[src/design/hodr_pkg.sv]
// Package for the hour offset date rollover unit: field widths, offset limits
// and the month length lookup. No dependencies.
package hodr_pkg;

   localparam int SEC_W   = 6;
   localparam int MIN_W   = 6;
   localparam int HOUR_W  = 5;
   localparam int DAY_W   = 5;
   localparam int MONTH_W = 4;
   localparam int YEAR_W  = 16;
   localparam int OFS_W   = 5;

   localparam logic signed [OFS_W-1:0] OFFSET_RESET = -5'sd3;
   localparam logic signed [OFS_W-1:0] OFFSET_MIN   = -5'sd12;
   localparam logic signed [OFS_W-1:0] OFFSET_MAX   = 5'sd14;

   localparam logic [MONTH_W-1:0] MONTH_JAN = 4'd1;
   localparam logic [MONTH_W-1:0] MONTH_FEB = 4'd2;
   localparam logic [MONTH_W-1:0] MONTH_DEC = 4'd12;

   localparam logic [DAY_W-1:0] FEB_LEAP_DAYS    = 5'd29;
   localparam logic [DAY_W-1:0] ODD_MONTH_DAYS   = 5'd30;

   typedef logic [DAY_W-1:0] month_len_type [0:12];
   localparam month_len_type MONTH_LEN = '{
      5'd0, 5'd31, 5'd28, 5'd31, 5'd30, 5'd31, 5'd30,
      5'd31, 5'd31, 5'd30, 5'd31, 5'd30, 5'd31
   };

   // Days in a month; months outside January..December count as 30 days.
   function automatic logic [DAY_W-1:0] days_of(input logic [MONTH_W-1:0] mon,
                                                input logic leap);
      logic [DAY_W-1:0] len;
      if (mon == MONTH_FEB && leap) begin
         len = FEB_LEAP_DAYS;
      end else if (mon >= MONTH_JAN && mon <= MONTH_DEC) begin
         len = MONTH_LEN[mon];
      end else begin
         len = ODD_MONTH_DAYS;
      end
      return len;
   endfunction

endpackage

[src/design/hour_offset_date_rollover_unit.sv]
// Top level of the hour offset date rollover unit: a four-stage pipeline that
// shifts a UTC timestamp by a signed hour offset. Depends on hodr_pkg.
//
// Use: an item enters on the req_ channel (valid/ready) as seconds, minutes,
// hours, day, month and year in UTC. The rsp_ channel (valid/ready) returns
// one item per input with the local time: the hour moved by the offset and
// the date rolled one day forward or back when midnight is crossed, using
// Gregorian month lengths. Seconds and minutes pass through unchanged.
// The offset is written through csr_wr_en/csr_wr_data; values outside
// -12..14 are dropped. Write it only while no items are in flight.
// Four register stages, each a single pass: hour add and year residue,
// divide by 25 estimate, leap test and month lookup, final date update.
// Throughput: one item per cycle while the receiver keeps taking results.
// Reset clears all stage valid bits and returns the offset to -3.
// When the receiver stalls, the output item holds and the stages behind it
// keep filling any empty slots; req_ready drops only once all four are full.
module hour_offset_date_rollover_unit import hodr_pkg::*; (
   input  logic                clock,
   input  logic                reset,
   input  logic                req_valid,
   output logic                req_ready,
   input  logic [SEC_W-1:0]    req_seconds,
   input  logic [MIN_W-1:0]    req_minutes,
   input  logic [HOUR_W-1:0]   req_hours,
   input  logic [DAY_W-1:0]    req_day,
   input  logic [MONTH_W-1:0]  req_month,
   input  logic [YEAR_W-1:0]   req_year,
   output logic                rsp_valid,
   input  logic                rsp_ready,
   output logic [SEC_W-1:0]    rsp_seconds,
   output logic [MIN_W-1:0]    rsp_minutes,
   output logic [HOUR_W-1:0]   rsp_hours,
   output logic [DAY_W-1:0]    rsp_day,
   output logic [MONTH_W-1:0]  rsp_month,
   output logic [YEAR_W-1:0]   rsp_year,
   input  logic                csr_wr_en,
   input  logic [OFS_W-1:0]    csr_wr_data
);

   localparam int NH_W  = 7;   // hours plus offset spans -12..45
   localparam int SUM_W = 10;  // folded year residue sum stays below 661
   localparam int Q_W   = 5;   // estimate of sum / 25 stays below 27

   // Offset register.
   logic signed [OFS_W-1:0] hour_offset_ff;

   // Stage enables; a stage loads when it is empty or its item moves on.
   logic en1, en2, en3, en4;

   // Stage 1: hour sum and year residue terms.
   logic                      s1_valid_ff;
   logic [SEC_W-1:0]          s1_sec_ff;
   logic [MIN_W-1:0]          s1_min_ff;
   logic [HOUR_W-1:0]         s1_hr_ff;
   logic [DAY_W-1:0]          s1_day_ff;
   logic [MONTH_W-1:0]        s1_mon_ff;
   logic [YEAR_W-1:0]         s1_yr_ff;
   logic signed [NH_W-1:0]    s1_nh_ff;
   logic                      s1_zero_ff;
   logic [SUM_W-1:0]          s1_sum_ff;
   logic                      s1_y4z_ff;
   logic                      s1_y16z_ff;
   logic signed [NH_W-1:0]    s1_nh_in;
   logic [SUM_W-1:0]          s1_sum_in;

   // Stage 2: quotient estimate by 25.
   logic                      s2_valid_ff;
   logic [SEC_W-1:0]          s2_sec_ff;
   logic [MIN_W-1:0]          s2_min_ff;
   logic [HOUR_W-1:0]         s2_hr_ff;
   logic [DAY_W-1:0]          s2_day_ff;
   logic [MONTH_W-1:0]        s2_mon_ff;
   logic [YEAR_W-1:0]         s2_yr_ff;
   logic signed [NH_W-1:0]    s2_nh_ff;
   logic                      s2_zero_ff;
   logic [SUM_W-1:0]          s2_sum_ff;
   logic                      s2_y4z_ff;
   logic                      s2_y16z_ff;
   logic [Q_W-1:0]            s2_q_ff;
   logic [Q_W-1:0]            s2_q_in;

   // Stage 3: leap year, month lengths and the local hour.
   logic                      s3_valid_ff;
   logic [SEC_W-1:0]          s3_sec_ff;
   logic [MIN_W-1:0]          s3_min_ff;
   logic [HOUR_W-1:0]         s3_hr_ff;
   logic [DAY_W-1:0]          s3_day_ff;
   logic [MONTH_W-1:0]        s3_mon_ff;
   logic [YEAR_W-1:0]         s3_yr_ff;
   logic                      s3_back_ff;
   logic                      s3_fwd_ff;
   logic [DAY_W-1:0]          s3_days_cur_ff;
   logic [DAY_W-1:0]          s3_days_prev_ff;
   logic [HOUR_W-1:0]         s3_hr_in;
   logic                      s3_back_in;
   logic                      s3_fwd_in;
   logic [DAY_W-1:0]          s3_days_cur_in;
   logic [DAY_W-1:0]          s3_days_prev_in;

   // Stage 4: output register.
   logic                      s4_valid_ff;
   logic [SEC_W-1:0]          s4_sec_ff;
   logic [MIN_W-1:0]          s4_min_ff;
   logic [HOUR_W-1:0]         s4_hr_ff;
   logic [DAY_W-1:0]          s4_day_ff;
   logic [MONTH_W-1:0]        s4_mon_ff;
   logic [YEAR_W-1:0]         s4_yr_ff;
   logic [DAY_W-1:0]          s4_day_in;
   logic [MONTH_W-1:0]        s4_mon_in;
   logic [YEAR_W-1:0]         s4_yr_in;

   assign en4 = !s4_valid_ff || rsp_ready;
   assign en3 = !s3_valid_ff || en4;
   assign en2 = !s2_valid_ff || en3;
   assign en1 = !s1_valid_ff || en2;
   assign req_ready = en1;

   // Offset register; out-of-range writes leave it unchanged.
   always_ff @(posedge clock) begin
      if (reset) begin
         hour_offset_ff <= OFFSET_RESET;
      end else if (csr_wr_en && $signed(csr_wr_data) >= OFFSET_MIN
                   && $signed(csr_wr_data) <= OFFSET_MAX) begin
         hour_offset_ff <= $signed(csr_wr_data);
      end
   end

   // Stage 1 logic. The year is folded modulo 25 by weighting its nibbles
   // with 16^k mod 25 (1, 16, 6, 21); a year divides by 25 exactly when
   // this sum does.
   always_comb begin
      s1_nh_in = $signed({2'b00, req_hours})
               + $signed({{(NH_W-OFS_W){hour_offset_ff[OFS_W-1]}}, hour_offset_ff});
      s1_sum_in = SUM_W'(req_year[3:0])
                + {2'b00, req_year[7:4], 4'b0000}
                + SUM_W'(req_year[11:8]) * SUM_W'(6)
                + SUM_W'(req_year[15:12]) * SUM_W'(21);
   end

   always_ff @(posedge clock) begin
      if (reset) begin
         s1_valid_ff <= 1'b0;
      end else if (en1) begin
         s1_valid_ff <= req_valid;
      end
      if (en1) begin
         s1_sec_ff  <= req_seconds;
         s1_min_ff  <= req_minutes;
         s1_hr_ff   <= req_hours;
         s1_day_ff  <= req_day;
         s1_mon_ff  <= req_month;
         s1_yr_ff   <= req_year;
         s1_nh_ff   <= s1_nh_in;
         s1_zero_ff <= (hour_offset_ff == '0);
         s1_sum_ff  <= s1_sum_in;
         s1_y4z_ff  <= (req_year[1:0] == 2'b00);
         s1_y16z_ff <= (req_year[3:0] == 4'b0000);
      end
   end

   // Stage 2: floor(sum / 25) as (sum * 41) >> 10, exact for sum below 661.
   logic [SUM_W+5:0] s2_prod;
   always_comb begin
      s2_prod = (SUM_W+6)'(s1_sum_ff) * (SUM_W+6)'(41);
      s2_q_in = s2_prod[SUM_W+4:SUM_W];
   end

   always_ff @(posedge clock) begin
      if (reset) begin
         s2_valid_ff <= 1'b0;
      end else if (en2) begin
         s2_valid_ff <= s1_valid_ff;
      end
      if (en2) begin
         s2_sec_ff  <= s1_sec_ff;
         s2_min_ff  <= s1_min_ff;
         s2_hr_ff   <= s1_hr_ff;
         s2_day_ff  <= s1_day_ff;
         s2_mon_ff  <= s1_mon_ff;
         s2_yr_ff   <= s1_yr_ff;
         s2_nh_ff   <= s1_nh_ff;
         s2_zero_ff <= s1_zero_ff;
         s2_sum_ff  <= s1_sum_ff;
         s2_y4z_ff  <= s1_y4z_ff;
         s2_y16z_ff <= s1_y16z_ff;
         s2_q_ff    <= s2_q_in;
      end
   end

   // Stage 3. Given a multiple of 4, the year is a century exactly when it
   // divides by 25, and a multiple of 400 when it also divides by 16.
   logic                s3_div25;
   logic                s3_leap;
   logic                s3_neg;
   logic                s3_ge24;
   logic [MONTH_W-1:0]  s3_prev_mon;
   always_comb begin
      s3_div25 = (s2_sum_ff == SUM_W'(s2_q_ff) * SUM_W'(25));
      s3_leap  = s2_y4z_ff && (!s3_div25 || s2_y16z_ff);
      s3_neg   = s2_nh_ff[NH_W-1];
      s3_ge24  = !s3_neg && (s2_nh_ff >= $signed(NH_W'(24)));
      s3_prev_mon = (s2_mon_ff > MONTH_JAN) ? s2_mon_ff - 1'b1 : MONTH_DEC;
      s3_days_cur_in  = days_of(s2_mon_ff, s3_leap);
      s3_days_prev_in = days_of(s3_prev_mon, s3_leap);
      s3_back_in = !s2_zero_ff && s3_neg;
      s3_fwd_in  = !s2_zero_ff && s3_ge24;
      if (s2_zero_ff) begin
         s3_hr_in = s2_hr_ff;
      end else if (s3_neg) begin
         s3_hr_in = HOUR_W'(s2_nh_ff + $signed(NH_W'(24)));
      end else if (s3_ge24) begin
         s3_hr_in = HOUR_W'(s2_nh_ff - $signed(NH_W'(24)));
      end else begin
         s3_hr_in = HOUR_W'(s2_nh_ff);
      end
   end

   always_ff @(posedge clock) begin
      if (reset) begin
         s3_valid_ff <= 1'b0;
      end else if (en3) begin
         s3_valid_ff <= s2_valid_ff;
      end
      if (en3) begin
         s3_sec_ff       <= s2_sec_ff;
         s3_min_ff       <= s2_min_ff;
         s3_hr_ff        <= s3_hr_in;
         s3_day_ff       <= s2_day_ff;
         s3_mon_ff       <= s2_mon_ff;
         s3_yr_ff        <= s2_yr_ff;
         s3_back_ff      <= s3_back_in;
         s3_fwd_ff       <= s3_fwd_in;
         s3_days_cur_ff  <= s3_days_cur_in;
         s3_days_prev_ff <= s3_days_prev_in;
      end
   end

   // Stage 4: step the date one day back or forward.
   always_comb begin
      s4_day_in = s3_day_ff;
      s4_mon_in = s3_mon_ff;
      s4_yr_in  = s3_yr_ff;
      if (s3_back_ff) begin
         if (s3_day_ff > DAY_W'(1)) begin
            s4_day_in = s3_day_ff - 1'b1;
         end else begin
            s4_day_in = s3_days_prev_ff;
            if (s3_mon_ff > MONTH_JAN) begin
               s4_mon_in = s3_mon_ff - 1'b1;
            end else begin
               s4_mon_in = MONTH_DEC;
               s4_yr_in  = s3_yr_ff - 1'b1;
            end
         end
      end else if (s3_fwd_ff) begin
         if (s3_day_ff < s3_days_cur_ff) begin
            s4_day_in = s3_day_ff + 1'b1;
         end else begin
            s4_day_in = DAY_W'(1);
            if (s3_mon_ff < MONTH_DEC) begin
               s4_mon_in = s3_mon_ff + 1'b1;
            end else begin
               s4_mon_in = MONTH_JAN;
               s4_yr_in  = s3_yr_ff + 1'b1;
            end
         end
      end
   end

   always_ff @(posedge clock) begin
      if (reset) begin
         s4_valid_ff <= 1'b0;
      end else if (en4) begin
         s4_valid_ff <= s3_valid_ff;
      end
      if (en4) begin
         s4_sec_ff <= s3_sec_ff;
         s4_min_ff <= s3_min_ff;
         s4_hr_ff  <= s3_hr_ff;
         s4_day_ff <= s4_day_in;
         s4_mon_ff <= s4_mon_in;
         s4_yr_ff  <= s4_yr_in;
      end
   end

   assign rsp_valid   = s4_valid_ff;
   assign rsp_seconds = s4_sec_ff;
   assign rsp_minutes = s4_min_ff;
   assign rsp_hours   = s4_hr_ff;
   assign rsp_day     = s4_day_ff;
   assign rsp_month   = s4_mon_ff;
   assign rsp_year    = s4_yr_ff;

endmodule

[config.mk]
export PLATFORM = sky130hd
export DESIGN_NAME = hour_offset_date_rollover_unit
export DESIGN_NICKNAME = d
export VERILOG_FILES = /design/src/design/hodr_pkg.sv /design/src/design/hour_offset_date_rollover_unit.sv
export SDC_FILE = /design/constraint.sdc
export NUM_CORES = 1
export LEC_CHECK = 0
export BUFFER_PORTS_ARGS = -buffer_cell sky130_fd_sc_hd__buf_2
export CAP_MARGIN = 5
export CORE_ASPECT_RATIO = 1.4
export CORE_MARGIN = 2
export CORE_UTILIZATION = 45
export CTS_CLUSTER_DIAMETER = 40
export DETAILED_ROUTE_END_ITERATION = 8
export GPL_TIMING_DRIVEN = 1
export SLEW_MARGIN = 20
export SYNTH_ARGS = -nofsm -noshare
export SYNTH_HDL_FRONTEND = slang
export SYNTH_SLANG_ARGS = --single-unit
[constraint.sdc]
create_clock -name clock -period 6.19 [get_ports clock]
set_input_delay 1.238 -clock clock [delete_from_list [all_inputs] [get_ports clock]]
set_output_delay 1.238 -clock clock [all_outputs]
set_load 0.01 [all_outputs]
# --- Yosys cells after proc, flatten, opt, wreduce, memory -nomap -nowiden ---
# Memory sizes are Yosys's and may differ from the RTL's.
# Index checks and enable logic that the tools add are counted.
# W data, S select, Z words.
op_classes:
  add_sub_neg: 13
  multipliers: 4
  n_lt_le_gt_ge: 14
  eq_ne: 3
  mux: 26
  bitwise: 4
  n_reduce_logical: 27
ops:
  columns: ["op", "count"]
  rows:
  - ["$mux W16", 6]
  - ["$mux W5", 11]
  - ["$mux W4", 7]
  - ["$add A16 B1 Y16 const B", 1]
  - ["$sub A16 B1 Y16 const B", 1]
  - ["$ge A5 B5 Y1 const B", 3]
  - ["$mul A10 B6 Y15 const B", 1]
  - ["$add A10 B9 Y10", 1]
  - ["$add A9 B7 Y10", 1]
  - ["$eq A10 B10 Y1", 1]
  - ["$logic_and A1 B1 Y1", 10]
  - ["$mul A5 B5 Y10 const B", 1]
  - ["$not A4 Y5", 2]
  - ["$add A4 B8 Y9", 1]
  - ["$mul A4 B5 Y9 const B", 1]
  - ["$eq A4 B2 Y1 const B", 2]
  - ["$ge A4 B1 Y1 const B", 2]
  - ["$gt A4 B1 Y1 const B", 2]
  - ["$le A4 B4 Y1 const B", 2]
  - ["$sub A4 B1 Y4 const B", 2]
  - ["$add A6 B5 Y7", 1]
  - ["$ge A7 B6 Y1 const B", 1]
  - ["$logic_not A1 Y1", 7]
  - ["$mul A4 B2 Y6 const B", 1]
  - ["other kinds (16)", 23]
totals:
  ff_bits: 234
  rom_bits: 160
  inputBits: 52
  out_inout_bits: 44
  word_cells: 139
  mem_count: 2
mem_list:
  columns: ["memory", "words", "width", "read_ports", "rd_clocked_by_memory_dff", "wr", "line", "rtl"]
  rows:
  - ["(no name shown)", 16, 5, 1, 0, 0, "hodr_pkg.sv:37", "len = MONTH_LEN[mon];"]
  - ["(no name shown)", 16, 5, 1, 0, 0, "hodr_pkg.sv:37", null]

# --- Depth between registers and ports, before layout ---
logic_depth:
  word_depth: 7
  ltp_mapped: 16
  depth_no_buf: 16

# --- Worst setup path before layout ---
# Ideal clock, no wire load.
synth_path:
  path_type: "input to register"
  start: "input req_year[8]"
  end: "register s1_sum_ff[8], data pin"
  setup_time_ps: 258
  arrival_ps: 4533
  required_ps: 5932
  slack_ps: 1399
  path_stages: 16
  path_buffers: 0
  path_cell_list: "ha_1 inv_1 fa_1 xor2_1 fa_1 fa_1 inv_1 fa_1 inv_1 ha_1 nor2b_1 o21a_1 o21ai_0 nand2b_1 a21oi_1 xnor2_1"
synth_between:
  elab_chain_len: 3
synth_lines:
  columns: ["element", "line", "rtl"]
  rows:
  - ["from (decl)", "hour_offset_date_rollover_unit.sv:27", "input logic [YEAR_W-1:0] req_year,"]
  - ["$mul A4 B2 Y6", "hour_offset_date_rollover_unit.sv:136", "+ SUM_W'(req_year[11:8]) * SUM_W'(6)"]
  - ["$add A9 B7 Y10", "hour_offset_date_rollover_unit.sv:136", null]
  - ["$add A10 B9 Y10", "hour_offset_date_rollover_unit.sv:137", "+ SUM_W'(req_year[15:12]) * SUM_W'(21);"]
  - ["named net s1_sum_in[8]", "hour_offset_date_rollover_unit.sv:64", "logic [SUM_W-1:0] s1_sum_in;"]
  - ["to (signal assigned)", "hour_offset_date_rollover_unit.sv:155", "s1_sum_ff <= s1_sum_in;"]
  - ["to (decl)", "hour_offset_date_rollover_unit.sv:60", "logic [SUM_W-1:0] s1_sum_ff;"]
# The timed path passes the listed nets, and every way through them passes these cells.
# A chain may end at the register's enable or synchronous reset.

# --- Worst setup path in the final report ---
layout_path:
  start: "input req_year[9]"
  end: "register s1_sum_ff[8], data pin"
# The elaborated chain is that of the path after synthesis.

==> summary.md <==
| Metric | Value |
|---|---|
| Outcome | finished clean |
| DP Area | about 12000 um^2 |
| P per Cell Area | about 410 nW/um^2 |
| Slew @ Worst Pin | between 0.9 and 1 ns |
| Yosys warns | 0 |
| Initial antenna violation count | 2 |
| Worst VDD drop | around 0.29 mV |
| RR Endpoint | s2_q_ff[4] |
| Leading cell types in the layout, fill and taps excluded | 221 x edfxtp_1, 95 x buf_2, 93 x ha_1 |
| Leakage | around 5.3 nW |
| Synth-to-Final Area Change | 15.9% |
| Met3 Usage GRT | approximately 2.1% |
| Total track usage | roughly 14% |
| MaxCap Viol Count | 0 |
| Post-CTS Setup Bufs | 0 |
| H-tree Lvls | 1 |
| Post-route ant nets | 0 |
| Cts bufs inserted | 28 |
| M1 GR Usage | around 17% |
| CP bufs+invs | 4 |
| Drt drc | 0 |
| Synth Net Count | 928 |
| Worst Reg-to-Reg Cells | 12 |
| Worst hold path type | register to register |
| Most used DFF post-synth | edfxtp_1 |
| First-pass GRT wire length | about 29 mm |
| Clock sink total | 230 |
| Drt pass-1 iters | 4 |
| FF-to-FF Start | s1_sum_ff[3] |
| Routed WL per cell | around 14 um |
| Finished Cell Area | approximately 13000 um^2 |
| Seq cells post-synth | between 200 and 250 |
| Cell count after synthesis | ~770 |
| Chip width | roughly 140 um |
| Worst hold endpoint | s2_y16z_ff |
| Clk Latency, worst-skew pair | around 0.54 ns |
| Non-Filler Instances | roughly 1200 |
| PnR worst setup slack | between 1.5 and 2 ns |
| Largest net degree at the start of global routing | 63 |
| Ratio of cells with drive above 1 in the final layout | 18.3% |
| Initial Util | between 40 and 50% |
| CP Cell Sequence | buf_2, ha_1, inv_1, fa_1, xor2_1, fa_1, fa_1, inv_1, fa_1, inv_1, ha_1, nor2b_1, o21a_1, o21ai_0, nand2b_1, a21oi_1, xnor2_1 |
| Dpl hpwl | 12.9 mm |
| CTS Buffer Depth | 3 |
| Most common cell after layout, fill and taps aside | edfxtp_1 |
| # placed instances | ~1200 |
| Post-synth EDFFs | ~220 |
| CP Data Required Time | 6.48 ns |
| Top Ports | 96 |
| WP depth | 17 |
| Hold-fix buffers, CTS | 0 |
| Critical path's slowest cell | fa_1 |
| CTS tree | built |
| Synth cell types | 65 |
| Die area | 25300 um^2 |
| Hold Path Origin | s1_y16z_ff |
| CP arrival | around 4.8 ns |
| DP Worst Slack | roughly 1.1 ns |
| Std cell rows | between 60 and 70 |
| Root Buffer | clkbuf_16 |
| Resized Gates After CTS | 0 |
| Input/output buffers | 95 |
| Drt initial violations | 234 |
| DR vias | ~6000 |
| Ys async rst share | 0% |
| WL final | around 18 mm |
| Slew Limit Fails | 0 |
| Mapped Avg Cell Area | around 14 um^2 |
| Clock-pin transition on the worst setup and hold timing paths | approximately 0.060 ns |
| Crit path kind | input port to register |
| Nets | roughly 1000 |
| Final min period | 4.50 ns |
| Final Cycle Share | slightly above 70% |
| Sequential fraction of the synthesis area | approximately 63% |
| Vias per cell | ~5 |
| Hold Fails Final Rpt | 0 |
| Critical Path Source Type | input port |
| Critical path's top delay family | adder cells |
| Critical path origin | req_year[9] |
| CP endpoint kind | register |
| Crit-path most repeated cell | fa_1 |
| Mapped Area | between 10000 and 15000 um^2 |
| GRT Residual Overflow | 0 |
| GP Congestion | 0.823 |
| Vias in the first global route | ~6000 |
| CP Max Fanout | 4 |
| Setup_tns | 0 ns |
| Slowest stage delay, CP | 0.52 ns |
| Grt met2 use | around a quarter |
| R2r setup slk | roughly 2.7 ns |
| Vert. Die Dim | approximately 190 um |
| Core Footprint | 23800 um^2 |
| Clock skew | 0.0162 ns |
| Max Fclk | 222 MHz |
| Final setup vio count | 0 |
| Unrepaired setup endpoints after global routing | false |
| Relative slew slack | between 30% and 40% |
| Hold path depth | 0 |
| Most Crowded Layer GR | met2 |
[per-stage QoR]
| stage | util (%) | hold slack, ns | power, mW |
|---|---|---|---|
| final | 52.7 | 0.408 | 5.20 |
| after global placement | 48.9 | 0.400 | 3.70 |
| after CTS | 52.7 | 0.405 | 5.30 |
| after global routing | 52.7 | 0.405 | 5.59 |
| after detailed placement | 48.9 | 0.405 | 3.74 |
| after floorplan | - | 0.400 | 3.35 |
[layout make-up]
class | count | area (um^2)
diodes | 2 | 5.00
clock buffers | 32 | 716
clock inverters | 19 | 190
fillers | 2047 | 11300
inverters | 83 | 312
multi-input cells | 436 | 3620
flip-flops and latches | 230 | 6820
well taps | 310 | 388
repair buffers | 98 | 498
[synthesized netlist by cell type (2+ instances only)]
library cell  instances  area (um^2)
edfxtp_1            221         6640
ha_1                 93         1160
inv_1                83          312
nor2_1               45          169
a21oi_1              37          185
xnor2_1              35          307
nand2_1              30          113
fa_1                 18          360
xor2_1               18          158
o21ai_0              16         80.1
nor3_1               13         65.1
nor2b_1              11         68.8
nand3_1              10         50.1
dfxtp_1               9          180
a21o_1                8         60.1
and3_1                8         50.1
clkbuf_1              8         30.0
nand2b_1              7         43.8
nand4_1               6         37.5
o22ai_1               6         37.5
o21a_1                5         37.5
a211o_1               4         35.0
mux2_2                4         45.0
nor4_1                4         25.0
or3_1                 4         25.0
a221oi_1              3         26.3
a31oi_1               3         18.8
buf_2                 3         15.0
buf_6                 3         33.8
nor3b_1               3         22.5
nor4b_1               3         26.3
o221ai_1              3         26.3
o31ai_1               3         22.5
a211oi_1              2         15.0
buf_1                 2         7.51
nand3b_1              2         15.0
nand4b_1              2         17.5
or2_2                 2         12.5
or4_1                 2         15.0
[metal layers]
layer,share of wire (%),wire [um]
met1,41,7200
met2,53,9220
met3,3.8,661
met4,2.5,441
met5,0,0
[worst max-delay path by stage]
stage	endpoint	slack [ns]
2_1_floorplan	s1_sum_ff[8]	1.40
3_3_place_gp	s1_sum_ff[8]	1.14
3_5_place_dp	s1_sum_ff[8]	1.12
4_1_cts	s1_sum_ff[8]	1.69
5_1_grt	s1_sum_ff[9]	1.45
6_report	s1_sum_ff[8]	1.69
[flip-flops by register name, indices dropped and copies added, names as in the netlist, 6 cells and up]
register / count
s1_yr_ff: 16
rsp_year: 16
s1_nh_ff: 7
s1_min_ff: 6
s3_yr_ff: 16
rsp_seconds: 6
s1_sum_ff: 10
s2_yr_ff: 16
s2_nh_ff: 7
s3_sec_ff: 6
s3_min_ff: 6
s1_sec_ff: 6
rsp_minutes: 6
s2_sum_ff: 10
s2_sec_ff: 6
s2_min_ff: 6
[where the power goes]
group / total (mW) / internal [mW] / switching [mW]
Combinational: 1.56 / 0.757 / 0.800
Sequential: 2.12 / 1.98 / 0.136
Clock: 1.53 / 0.893 / 0.636
Total: 5.20 / 3.63 / 1.57
[kinds of logic after synthesis]
group	count (synthesis)	synth area share (%)
flip-flops	230	62.9
XOR/XNOR	53	4.29
adder cells (fa/ha/maj)	111	14.1
AND/OR/NAND/NOR	160	7.96
multiplexers	5	0.508
AO/OA/AOI/OAI	106	6.52
other	1	0.0346
buffers and inverters	99	3.67
Note: power is estimated with default switching activity, not from simulation.
